`config.mk`:
```
export PLATFORM = sky130hd
export DESIGN_NAME = obstacle_brake_controller_unit
export DESIGN_NICKNAME = d
export VERILOG_FILES = /design/src/hdl/obc_pkg.sv /design/src/hdl/obc_cfg_regs.sv /design/src/hdl/obc_core.sv /design/src/hdl/obstacle_brake_controller_unit.sv
export SDC_FILE = /design/constraint.sdc
export NUM_CORES = 1
export LEC_CHECK = 0
export BUFFER_PORTS_ARGS = -buffer_cell sky130_fd_sc_hd__buf_2
export CORE_ASPECT_RATIO = 0.8
export CORE_MARGIN = 5
export CORE_UTILIZATION = 63
export CTS_BUF_LIST = sky130_fd_sc_hd__clkbuf_8
export CTS_CLUSTER_SIZE = 14
export DETAILED_ROUTE_END_ITERATION = 12
export PLACE_DENSITY = 0.86
export SKIP_LAST_GASP = 1
export SLEW_MARGIN = 10
export SYNTH_ARGS = -nofsm -noshare
export SYNTH_HDL_FRONTEND = slang
export SYNTH_SLANG_ARGS = --single-unit
export TNS_END_PERCENT = 5
```
`constraint.sdc`:
```
create_clock -name i_clk -period 5.7 [get_ports i_clk]
set_input_delay 1.14 -clock i_clk [delete_from_list [all_inputs] [get_ports i_clk]]
set_output_delay 1.14 -clock i_clk [all_outputs]
set_load 0.05 [all_outputs]
```
`src/hdl/obc_pkg.sv`:
```
package obc_pkg;

    localparam int unsigned PulseW = 12;
    localparam int unsigned DistW  = 16;
    localparam int unsigned SpeedW = 16;
    localparam int unsigned TimeW  = 32;
    localparam int unsigned CfgIdxW  = 3;
    localparam int unsigned CfgDataW = 16;

    localparam logic [PulseW-1:0] NEUTRAL_PULSE = PulseW'(1500);

    // Configuration reset values.
    localparam logic [DistW-1:0]  RST_OBSTACLE_DISTANCE = DistW'(300);
    localparam logic [DistW-1:0]  RST_NEAR_DISTANCE     = DistW'(150);
    localparam logic [15:0]       RST_REARM_WAIT_MS     = 16'd1000;
    localparam logic [15:0]       RST_POST_HOLD_MS      = 16'd250;
    localparam logic [PulseW-1:0] RST_BRAKE_PULSE_FAR   = PulseW'(1670);
    localparam logic [PulseW-1:0] RST_BRAKE_PULSE_NEAR  = PulseW'(1800);
    localparam logic [15:0]       RST_TRIGGER_SPEED     = 16'd400;
    localparam logic [PulseW-1:0] RST_OVERRIDE_PULSE    = PulseW'(1510);

    typedef enum logic [CfgIdxW-1:0] {
        CFG_OBSTACLE_DISTANCE = 3'd0,
        CFG_NEAR_DISTANCE     = 3'd1,
        CFG_REARM_WAIT_MS     = 3'd2,
        CFG_POST_HOLD_MS      = 3'd3,
        CFG_BRAKE_PULSE_FAR   = 3'd4,
        CFG_BRAKE_PULSE_NEAR  = 3'd5,
        CFG_TRIGGER_SPEED     = 3'd6,
        CFG_OVERRIDE_PULSE    = 3'd7
    } t_cfg_idx;

    typedef enum logic [2:0] {
        DEC_PASS     = 3'd0,
        DEC_LOCKOUT  = 3'd1,
        DEC_TRIGGER  = 3'd2,
        DEC_HOLD     = 3'd3,
        DEC_OVERRIDE = 3'd4,
        DEC_STOP     = 3'd5,
        DEC_BLOCKED  = 3'd6
    } t_decision;

    typedef struct packed {
        logic [DistW-1:0]  obstacle_distance;
        logic [DistW-1:0]  near_distance;
        logic [15:0]       rearm_wait_ms;
        logic [15:0]       post_hold_ms;
        logic [PulseW-1:0] brake_pulse_far;
        logic [PulseW-1:0] brake_pulse_near;
        logic [15:0]       trigger_speed;
        logic [PulseW-1:0] override_pulse;
    } t_cfg;

    typedef struct packed {
        logic [PulseW-1:0]        drive_pulse;
        logic signed [SpeedW-1:0] wheel_speed;
        logic [DistW-1:0]         obstacle_range;
        logic [TimeW-1:0]         now_ms;
    } t_req;

    typedef struct packed {
        logic [PulseW-1:0] applied_pulse;
        logic              brake_engaged;
        t_decision         decision;
    } t_rsp;

endpackage

```
`src/hdl/obc_cfg_regs.sv`:
```
module obc_cfg_regs (
    input  logic                          i_clk,
    input  logic                          i_rst_n,
    input  logic                          i_cfg_we,
    input  logic [obc_pkg::CfgIdxW-1:0]   i_cfg_idx,
    input  logic [obc_pkg::CfgDataW-1:0]  i_cfg_data,
    output obc_pkg::t_cfg                 o_cfg
);
    import obc_pkg::*;

    t_cfg r_cfg;
    t_cfg n_cfg;

    always_comb begin
        n_cfg = r_cfg;
        if (i_cfg_we) begin
            case (i_cfg_idx)
                CFG_OBSTACLE_DISTANCE: n_cfg.obstacle_distance = i_cfg_data;
                CFG_NEAR_DISTANCE:     n_cfg.near_distance     = i_cfg_data;
                CFG_REARM_WAIT_MS:     n_cfg.rearm_wait_ms     = i_cfg_data;
                CFG_POST_HOLD_MS:      n_cfg.post_hold_ms      = i_cfg_data;
                CFG_BRAKE_PULSE_FAR:   n_cfg.brake_pulse_far   = i_cfg_data[PulseW-1:0];
                CFG_BRAKE_PULSE_NEAR:  n_cfg.brake_pulse_near  = i_cfg_data[PulseW-1:0];
                CFG_TRIGGER_SPEED:     n_cfg.trigger_speed     = i_cfg_data;
                CFG_OVERRIDE_PULSE:    n_cfg.override_pulse    = i_cfg_data[PulseW-1:0];
                default:               n_cfg = r_cfg;
            endcase
        end
    end

    always_ff @(posedge i_clk) begin
        if (!i_rst_n) begin
            r_cfg.obstacle_distance <= RST_OBSTACLE_DISTANCE;
            r_cfg.near_distance     <= RST_NEAR_DISTANCE;
            r_cfg.rearm_wait_ms     <= RST_REARM_WAIT_MS;
            r_cfg.post_hold_ms      <= RST_POST_HOLD_MS;
            r_cfg.brake_pulse_far   <= RST_BRAKE_PULSE_FAR;
            r_cfg.brake_pulse_near  <= RST_BRAKE_PULSE_NEAR;
            r_cfg.trigger_speed     <= RST_TRIGGER_SPEED;
            r_cfg.override_pulse    <= RST_OVERRIDE_PULSE;
        end else begin
            r_cfg <= n_cfg;
        end
    end

    assign o_cfg = r_cfg;

endmodule

```
`src/hdl/obc_core.sv`:
```
module obc_core (
    input  logic          i_clk,
    input  logic          i_rst_n,
    input  logic          i_fire,
    input  obc_pkg::t_req i_req,
    input  obc_pkg::t_cfg i_cfg,
    output obc_pkg::t_rsp o_rsp
);
    import obc_pkg::*;

    logic              r_braking;
    logic [TimeW-1:0]  r_last_end;
    logic [TimeW-1:0]  r_hold_until;
    logic [PulseW-1:0] r_brake_pulse;

    logic              n_braking;
    logic [TimeW-1:0]  n_last_end;
    logic [TimeW-1:0]  n_hold_until;
    logic [PulseW-1:0] n_brake_pulse;

    logic              w_forward;
    logic              w_obstacle;
    logic [SpeedW:0]   w_abs_speed;
    logic              w_fast;
    logic              w_moving;
    logic              w_locked;
    logic              w_rearmed;
    logic [TimeW-1:0]  w_elapsed;
    logic [PulseW-1:0] w_new_pulse;
    logic              w_end_brake;

    always_comb begin
        w_forward  = i_req.drive_pulse < NEUTRAL_PULSE;
        w_obstacle = i_req.obstacle_range < i_cfg.obstacle_distance;
        // The most negative speed gives a magnitude of 2^15, hence one extra bit.
        if (i_req.wheel_speed[SpeedW-1]) begin
            w_abs_speed = (SpeedW+1)'(1 << SpeedW) - {1'b0, i_req.wheel_speed};
        end else begin
            w_abs_speed = {1'b0, i_req.wheel_speed};
        end
        w_fast      = w_abs_speed > {1'b0, i_cfg.trigger_speed};
        w_moving    = i_req.wheel_speed != '0;
        w_locked    = i_req.now_ms < r_hold_until;
        w_elapsed   = i_req.now_ms - r_last_end;
        w_rearmed   = w_elapsed > {16'd0, i_cfg.rearm_wait_ms};
        w_new_pulse = (i_req.obstacle_range < i_cfg.near_distance) ?
                      i_cfg.brake_pulse_near : i_cfg.brake_pulse_far;
    end

    // Priority chain of the braking rules.
    always_comb begin
        n_braking     = r_braking;
        n_brake_pulse = r_brake_pulse;
        w_end_brake   = 1'b0;
        o_rsp.applied_pulse = i_req.drive_pulse;
        o_rsp.decision      = DEC_PASS;
        if (!r_braking && w_locked && w_obstacle && w_forward) begin
            o_rsp.applied_pulse = NEUTRAL_PULSE;
            o_rsp.decision      = DEC_LOCKOUT;
        end else if (!r_braking && w_rearmed && w_obstacle && w_forward && w_fast) begin
            n_braking           = 1'b1;
            n_brake_pulse       = w_new_pulse;
            o_rsp.applied_pulse = w_new_pulse;
            o_rsp.decision      = DEC_TRIGGER;
        end else if (r_braking) begin
            if (i_req.drive_pulse > i_cfg.override_pulse) begin
                w_end_brake         = 1'b1;
                o_rsp.applied_pulse = NEUTRAL_PULSE;
                o_rsp.decision      = DEC_OVERRIDE;
            end else if (w_moving) begin
                o_rsp.applied_pulse = r_brake_pulse;
                o_rsp.decision      = DEC_HOLD;
            end else begin
                w_end_brake         = 1'b1;
                o_rsp.applied_pulse = NEUTRAL_PULSE;
                o_rsp.decision      = DEC_STOP;
            end
        end else if (w_obstacle && w_forward) begin
            o_rsp.applied_pulse = NEUTRAL_PULSE;
            o_rsp.decision      = DEC_BLOCKED;
        end
        if (w_end_brake) begin
            n_braking = 1'b0;
        end
        o_rsp.brake_engaged = n_braking;
        n_last_end   = w_end_brake ? i_req.now_ms : r_last_end;
        n_hold_until = w_end_brake ? (i_req.now_ms + {16'd0, i_cfg.post_hold_ms})
                                   : r_hold_until;
    end

    always_ff @(posedge i_clk) begin
        if (!i_rst_n) begin
            r_braking     <= 1'b0;
            r_last_end    <= '0;
            r_hold_until  <= '0;
            r_brake_pulse <= RST_BRAKE_PULSE_FAR;
        end else if (i_fire) begin
            r_braking     <= n_braking;
            r_last_end    <= n_last_end;
            r_hold_until  <= n_hold_until;
            r_brake_pulse <= n_brake_pulse;
        end
    end

endmodule

```
`src/hdl/obstacle_brake_controller_unit.sv`:
```
// Obstacle brake controller. Each request carries a commanded drive pulse, a
// signed wheel speed, an obstacle range and a millisecond timestamp; each
// request yields exactly one response with the pulse to apply, the brake
// state after the step and a decision code. Requests are processed strictly
// in order, since every request may change the braking state seen by the
// next one. A request is captured in an input register, decided by one level
// of compare and add logic against the braking state, and the response is
// captured in a result register; the braking state is updated at the same
// edge. The block takes one request per clock cycle while responses are
// taken; a request passes the input register, then the result register,
// which lets a new request in while the previous response still waits to
// be taken. Configuration registers are written through the plain write
// port and are meant to be changed only while no request is in flight.
module obstacle_brake_controller_unit (
    input  logic                          i_clk,
    input  logic                          i_rst_n,
    input  logic                          i_cfg_we,
    input  logic [obc_pkg::CfgIdxW-1:0]   i_cfg_idx,
    input  logic [obc_pkg::CfgDataW-1:0]  i_cfg_data,
    input  logic                          i_req_valid,
    output logic                          o_req_ready,
    input  obc_pkg::t_req                 i_req,
    output logic                          o_rsp_valid,
    input  logic                          i_rsp_ready,
    output obc_pkg::t_rsp                 o_rsp
);
    import obc_pkg::*;

    t_cfg w_cfg;
    t_rsp w_rsp;

    // Input register: holds one accepted request until it is decided.
    logic r_in_valid;
    t_req r_in;

    // Result register: holds one response until the consumer takes it.
    logic r_out_valid;
    t_rsp r_out;

    // The captured request is decided when the result register is free or
    // is being emptied in this same cycle.
    logic w_advance;

    assign w_advance   = r_in_valid && (!r_out_valid || i_rsp_ready);
    assign o_req_ready = !r_in_valid || w_advance;

    obc_cfg_regs u_cfg (
        .i_clk      (i_clk),
        .i_rst_n    (i_rst_n),
        .i_cfg_we   (i_cfg_we),
        .i_cfg_idx  (i_cfg_idx),
        .i_cfg_data (i_cfg_data),
        .o_cfg      (w_cfg)
    );

    obc_core u_core (
        .i_clk   (i_clk),
        .i_rst_n (i_rst_n),
        .i_fire  (w_advance),
        .i_req   (r_in),
        .i_cfg   (w_cfg),
        .o_rsp   (w_rsp)
    );

    always_ff @(posedge i_clk) begin
        if (!i_rst_n) begin
            r_in_valid <= 1'b0;
        end else if (o_req_ready) begin
            r_in_valid <= i_req_valid;
        end
    end

    always_ff @(posedge i_clk) begin
        if (i_req_valid && o_req_ready) begin
            r_in <= i_req;
        end
    end

    always_ff @(posedge i_clk) begin
        if (!i_rst_n) begin
            r_out_valid <= 1'b0;
        end else if (w_advance) begin
            r_out_valid <= 1'b1;
        end else if (i_rsp_ready) begin
            r_out_valid <= 1'b0;
        end
    end

    always_ff @(posedge i_clk) begin
        if (w_advance) begin
            r_out <= w_rsp;
        end
    end

    assign o_rsp_valid = r_out_valid;
    assign o_rsp       = r_out;

endmodule

```
==> results.yml <==
run_status:
  outcome: "finished clean"
power_and_ir_drop:
  comb_power_share_pct: 13.7
  leakagePower_nw: 7.07
  power_mw: 5.06
  power_per_cell_area_mw_per_mm2: 281
  max-vdd-ir-drop_uv: 197
  clkPwrFrac_pct: 41.9
  switchingPower_mw: 1.41
  switching_share_pct: 27.9
  sequentialPowerShare_pct: 44.4
  internal_power_mw: 3.65
cells_and_area:
  area_growth_pct: 11.7
  layout.cells.non_filler: 2328
  fin_nets: 2219
  antenna-diode-count: 0
  drive_gt1_share_pct: 12.9
global_route:
  grt_max_degree: 77
  grt_pass1_vias: 13700
  grt.overflow.total: 0
  grt_pass1_wl_mm: 71.8
  antenna_found_initial: 0
  grt_use_total_pct: 30.5
sta:
  skew_ns: 0.0340
  whs_ns: 0.449
  finalMaxSlewViolations: 0
  period_needed_ns: 5.37
  hold_violations: 0
  fmax_mhz: 186
  setup_tns_ns: 0
  setup_violations: 0
  finalCritPeriodShare_pct: 94.3
  slew_headroom_pct: 17.4
  rsz0062_at_grt: "no"
  tightest_slew_ns: 1.23
clock_tree:
  cts_tree: "built"
  htree_levels: 2
  clockRootBuffer: "clkbuf_8"
  cts-buffers-inserted: 48
  clk_latency_ns: 0.60
  clk_path_buf_depth: 3
  holdBufCountCts: 0
  clkTransAtPathRegs_ns: 0.07
  cts_sinks: 287
synth:
  synth-seq-cells: 287
  ys_seq_area_share_pct: 41.4
  synthAdderAreaFrac_pct: 12.1
  syn_inst: 1874
  yosysWarnings: 0
  ys_types: 78
  yosys.area_share.simple_pct: 17.4
  syn_nets: 2129
  synth_edf_count: 92
  synth_top_family_by_area: "compound AO/OA/AOI/OAI gates"
  synthFlopType: "dfxtp_1"
  synth-xor-area-share_pct: 3.32
  synthArstFlopShare_pct: 0
  avgSynthCellArea_um2: 8.60
  netlist_area_mm2: 0.0161
  synthMuxAreaShare_pct: 0.885
  synth_compound_area_share_pct: 18.8
setup_path:
  worstSetupEndpoint: "o_rsp[15]"
  critical_path_class: "reg -> reg"
  cp-start-kind: "register"
  r2r_end: "o_rsp[15]"
  cp-end-kind: "register"
  r2r_cells: 18
  startpoint: "r_in[1]"
  critPathRequiredTime_ns: 6.05
  worstPathMaxFanout: 10
  reg2reg_setup_slack_ns: 0.33
  reg2reg_from: "r_in[1]"
  critPathArrivalTime_ns: 5.72
die:
  die_w_um: 189
  core_mm2: 0.0252
  die_y_um: 153
  initial_core_util_pct: 63.8
  ios: 118
  dieArea_mm2: 0.0289
  rows: 52
flow_run:
  cap_viol_max_count: 0
routing:
  wl_per_cell_um: 19.4
  drt_first_pass_iters: 5
  drtIter0Drc: 1536
  final_antenna_net_count: 0
  vias_per_cell: 6.17
  drcViolationCount: 0
  via_count: 14400
  finalWirelength_mm: 45.2
placement:
  hpwlAfterDp_mm: 32.6
  io_buffers: 117
  dp.cells: 2238
  place_congestion: 1.00
hold_path:
  hold_class: "reg -> reg"
  hp-start: "u_core.r_hold_until[5]"
  hold_depth: 2
## what timing repair did
action / CTS / global route
endpoints found under the setup margin: 0 / 19
resized for setup: 0 / 5
buffers inserted: 0 / 0
## cell type report
cell class,count,area [um2]
multi-input combinational,1339,8510
fill,1906,7250
sequential,287,6670
clock buffer,60,826
timing repair buffer,134,713
inverter,154,581
tap,324,405
clock inverter,30,298
## worst min-delay path by stage
stage | to | slack [ns]
floorplan | u_cfg.o_cfg[29] | 0.43
global placement | u_core.r_hold_until[14] | 0.44
detailed placement | u_core.r_hold_until[5] | 0.44
CTS | u_core.r_hold_until[5] | 0.45
global route | u_core.r_last_end[18] | 0.47
finish | u_core.r_hold_until[5] | 0.45
## kinds of logic (layout without fill, tap and decap cells)
kind of cell / count (synthesis) / count (layout)
adder cells (fa/ha/maj): 155 / 155
multiplexers: 14 / 14
buffers and inverters: 248 / 378
AND/OR/NAND/NOR: 625 / 625
flip-flops: 287 / 287
XOR/XNOR: 61 / 61
AO/OA/AOI/OAI: 484 / 484
## per-stage QoR
stage / cell area (um2) / setup WS [ns] / utilization, %
after global placement: 16800 / 0.429 / 66.7
after global routing: 18000 / 0.0464 / 71.3
after floorplan: 16100 / 0.436 / -
after detailed placement: 16800 / 0.235 / 66.7
final: 18000 / 0.326 / 71.3
after CTS: 18000 / 0.186 / 71.2
## per-layer routing
| metal | wire (um) | vias up | GRT usage [%] |
|---|---|---|---|
| li1 | - | 6754 | - |
| met1 | 19700 | 6709 | 43.7 |
| met2 | 19100 | 771 | 45.5 |
| met3 | 5070 | 132 | 8.03 |
| met4 | 1350 | 0 | 9.37 |
| met5 | 0 | - | 0 |
## worst max-delay path, stage by stage, from the launching register on
cell       delay, ns
edfxtp_1        0.47
ha_1            0.32
nor2b_1         0.15
o31a_1          0.27
o221a_2         0.30
o31ai_2         0.27
buf_4           0.20
xnor2_1         0.12
ha_1            0.27
nand4_1         0.13
inv_1           0.06
a221oi_1        0.27
or3_1           0.16
o2111ai_1       0.10
or4_1           0.43
or4_1           0.48
or4_4           0.59
and3_4          0.22
a221o_1         0.31
## power groups by stage
stage               registers (mW)  logic, mW  clock network [mW]
global placement              2.29      0.648                   0
finish                        2.25      0.695                2.12
CTS                           2.25      0.677                2.14
global route                  2.25      0.760                2.25
floorplan                     2.29      0.456                   0
detailed placement            2.29      0.671                   0
## synthesized netlist by cell type, types with 8 or more instances
| library cell | number | area [um2] |
|---|---|---|
| nand2_1 | 364 | 1370 |
| a21oi_1 | 216 | 1080 |
| dfxtp_1 | 195 | 3900 |
| ha_1 | 153 | 1910 |
| inv_1 | 153 | 574 |
| edfxtp_1 | 92 | 2760 |
| clkbuf_1 | 64 | 240 |
| nor2_1 | 63 | 236 |
| o21ai_0 | 56 | 280 |
| nand3_1 | 43 | 215 |
| xnor2_1 | 39 | 342 |
| o211ai_1 | 37 | 278 |
| a21o_1 | 30 | 225 |
| nor3_1 | 28 | 140 |
| nand4_1 | 26 | 163 |
| o21a_1 | 26 | 195 |
| a211oi_1 | 24 | 180 |
| xor2_1 | 22 | 193 |
| nor2b_1 | 20 | 125 |
| nand2b_1 | 15 | 93.8 |
| and3_1 | 14 | 87.6 |
| mux2i_1 | 12 | 120 |
| clkbuf_2 | 11 | 55.1 |
| a31oi_1 | 10 | 62.6 |
| buf_2 | 10 | 50.1 |
| or2_2 | 10 | 62.6 |
| o31ai_1 | 9 | 67.6 |
| o21bai_1 | 8 | 60.1 |
| o22ai_1 | 8 | 50.1 |
| or3_1 | 8 | 50.1 |
## cells in the final DEF, fill, tap and decap left out, types with 8 or more instances in the layout
| master | Yosys | routed |
|---|---|---|
| and3_1 | 14 | 14 |
| o21ai_0 | 56 | 55 |
| clkinv_2 | 0 | 15 |
| inv_1 | 153 | 156 |
| xor2_1 | 22 | 22 |
| nand2b_1 | 15 | 15 |
| xnor2_1 | 39 | 39 |
| a21o_1 | 30 | 30 |
| or2_2 | 10 | 10 |
| o21a_1 | 26 | 25 |
| nand4_1 | 26 | 26 |
| mux2i_1 | 12 | 12 |
| a21oi_1 | 216 | 216 |
| nor3_1 | 28 | 26 |
| ha_1 | 153 | 153 |
| o22ai_1 | 8 | 8 |
| buf_4 | 1 | 17 |
| o21bai_1 | 8 | 8 |
| nor2b_1 | 20 | 20 |
| a31oi_1 | 10 | 10 |
| o211ai_1 | 37 | 37 |
| clkbuf_8 | 0 | 60 |
| buf_2 | 10 | 117 |
| nand2_1 | 364 | 364 |
| dfxtp_1 | 195 | 195 |
| o31ai_1 | 9 | 9 |
| nor2_1 | 63 | 62 |
| a211oi_1 | 24 | 24 |
| or3_1 | 8 | 8 |
| nand3_1 | 43 | 43 |
| edfxtp_1 | 92 | 92 |
## flip-flops by register name, summed over array words and instances, names as in the netlist
signal	count
r_in_valid	1
o_rsp_valid	1
u_core.r_braking	1
u_core.r_brake_pulse	12
u_core.r_hold_until	32
r_in	76
u_cfg.o_cfg	116
o_rsp	16
u_core.r_last_end	32
Note: power is estimated with default switching activity, not from simulation.
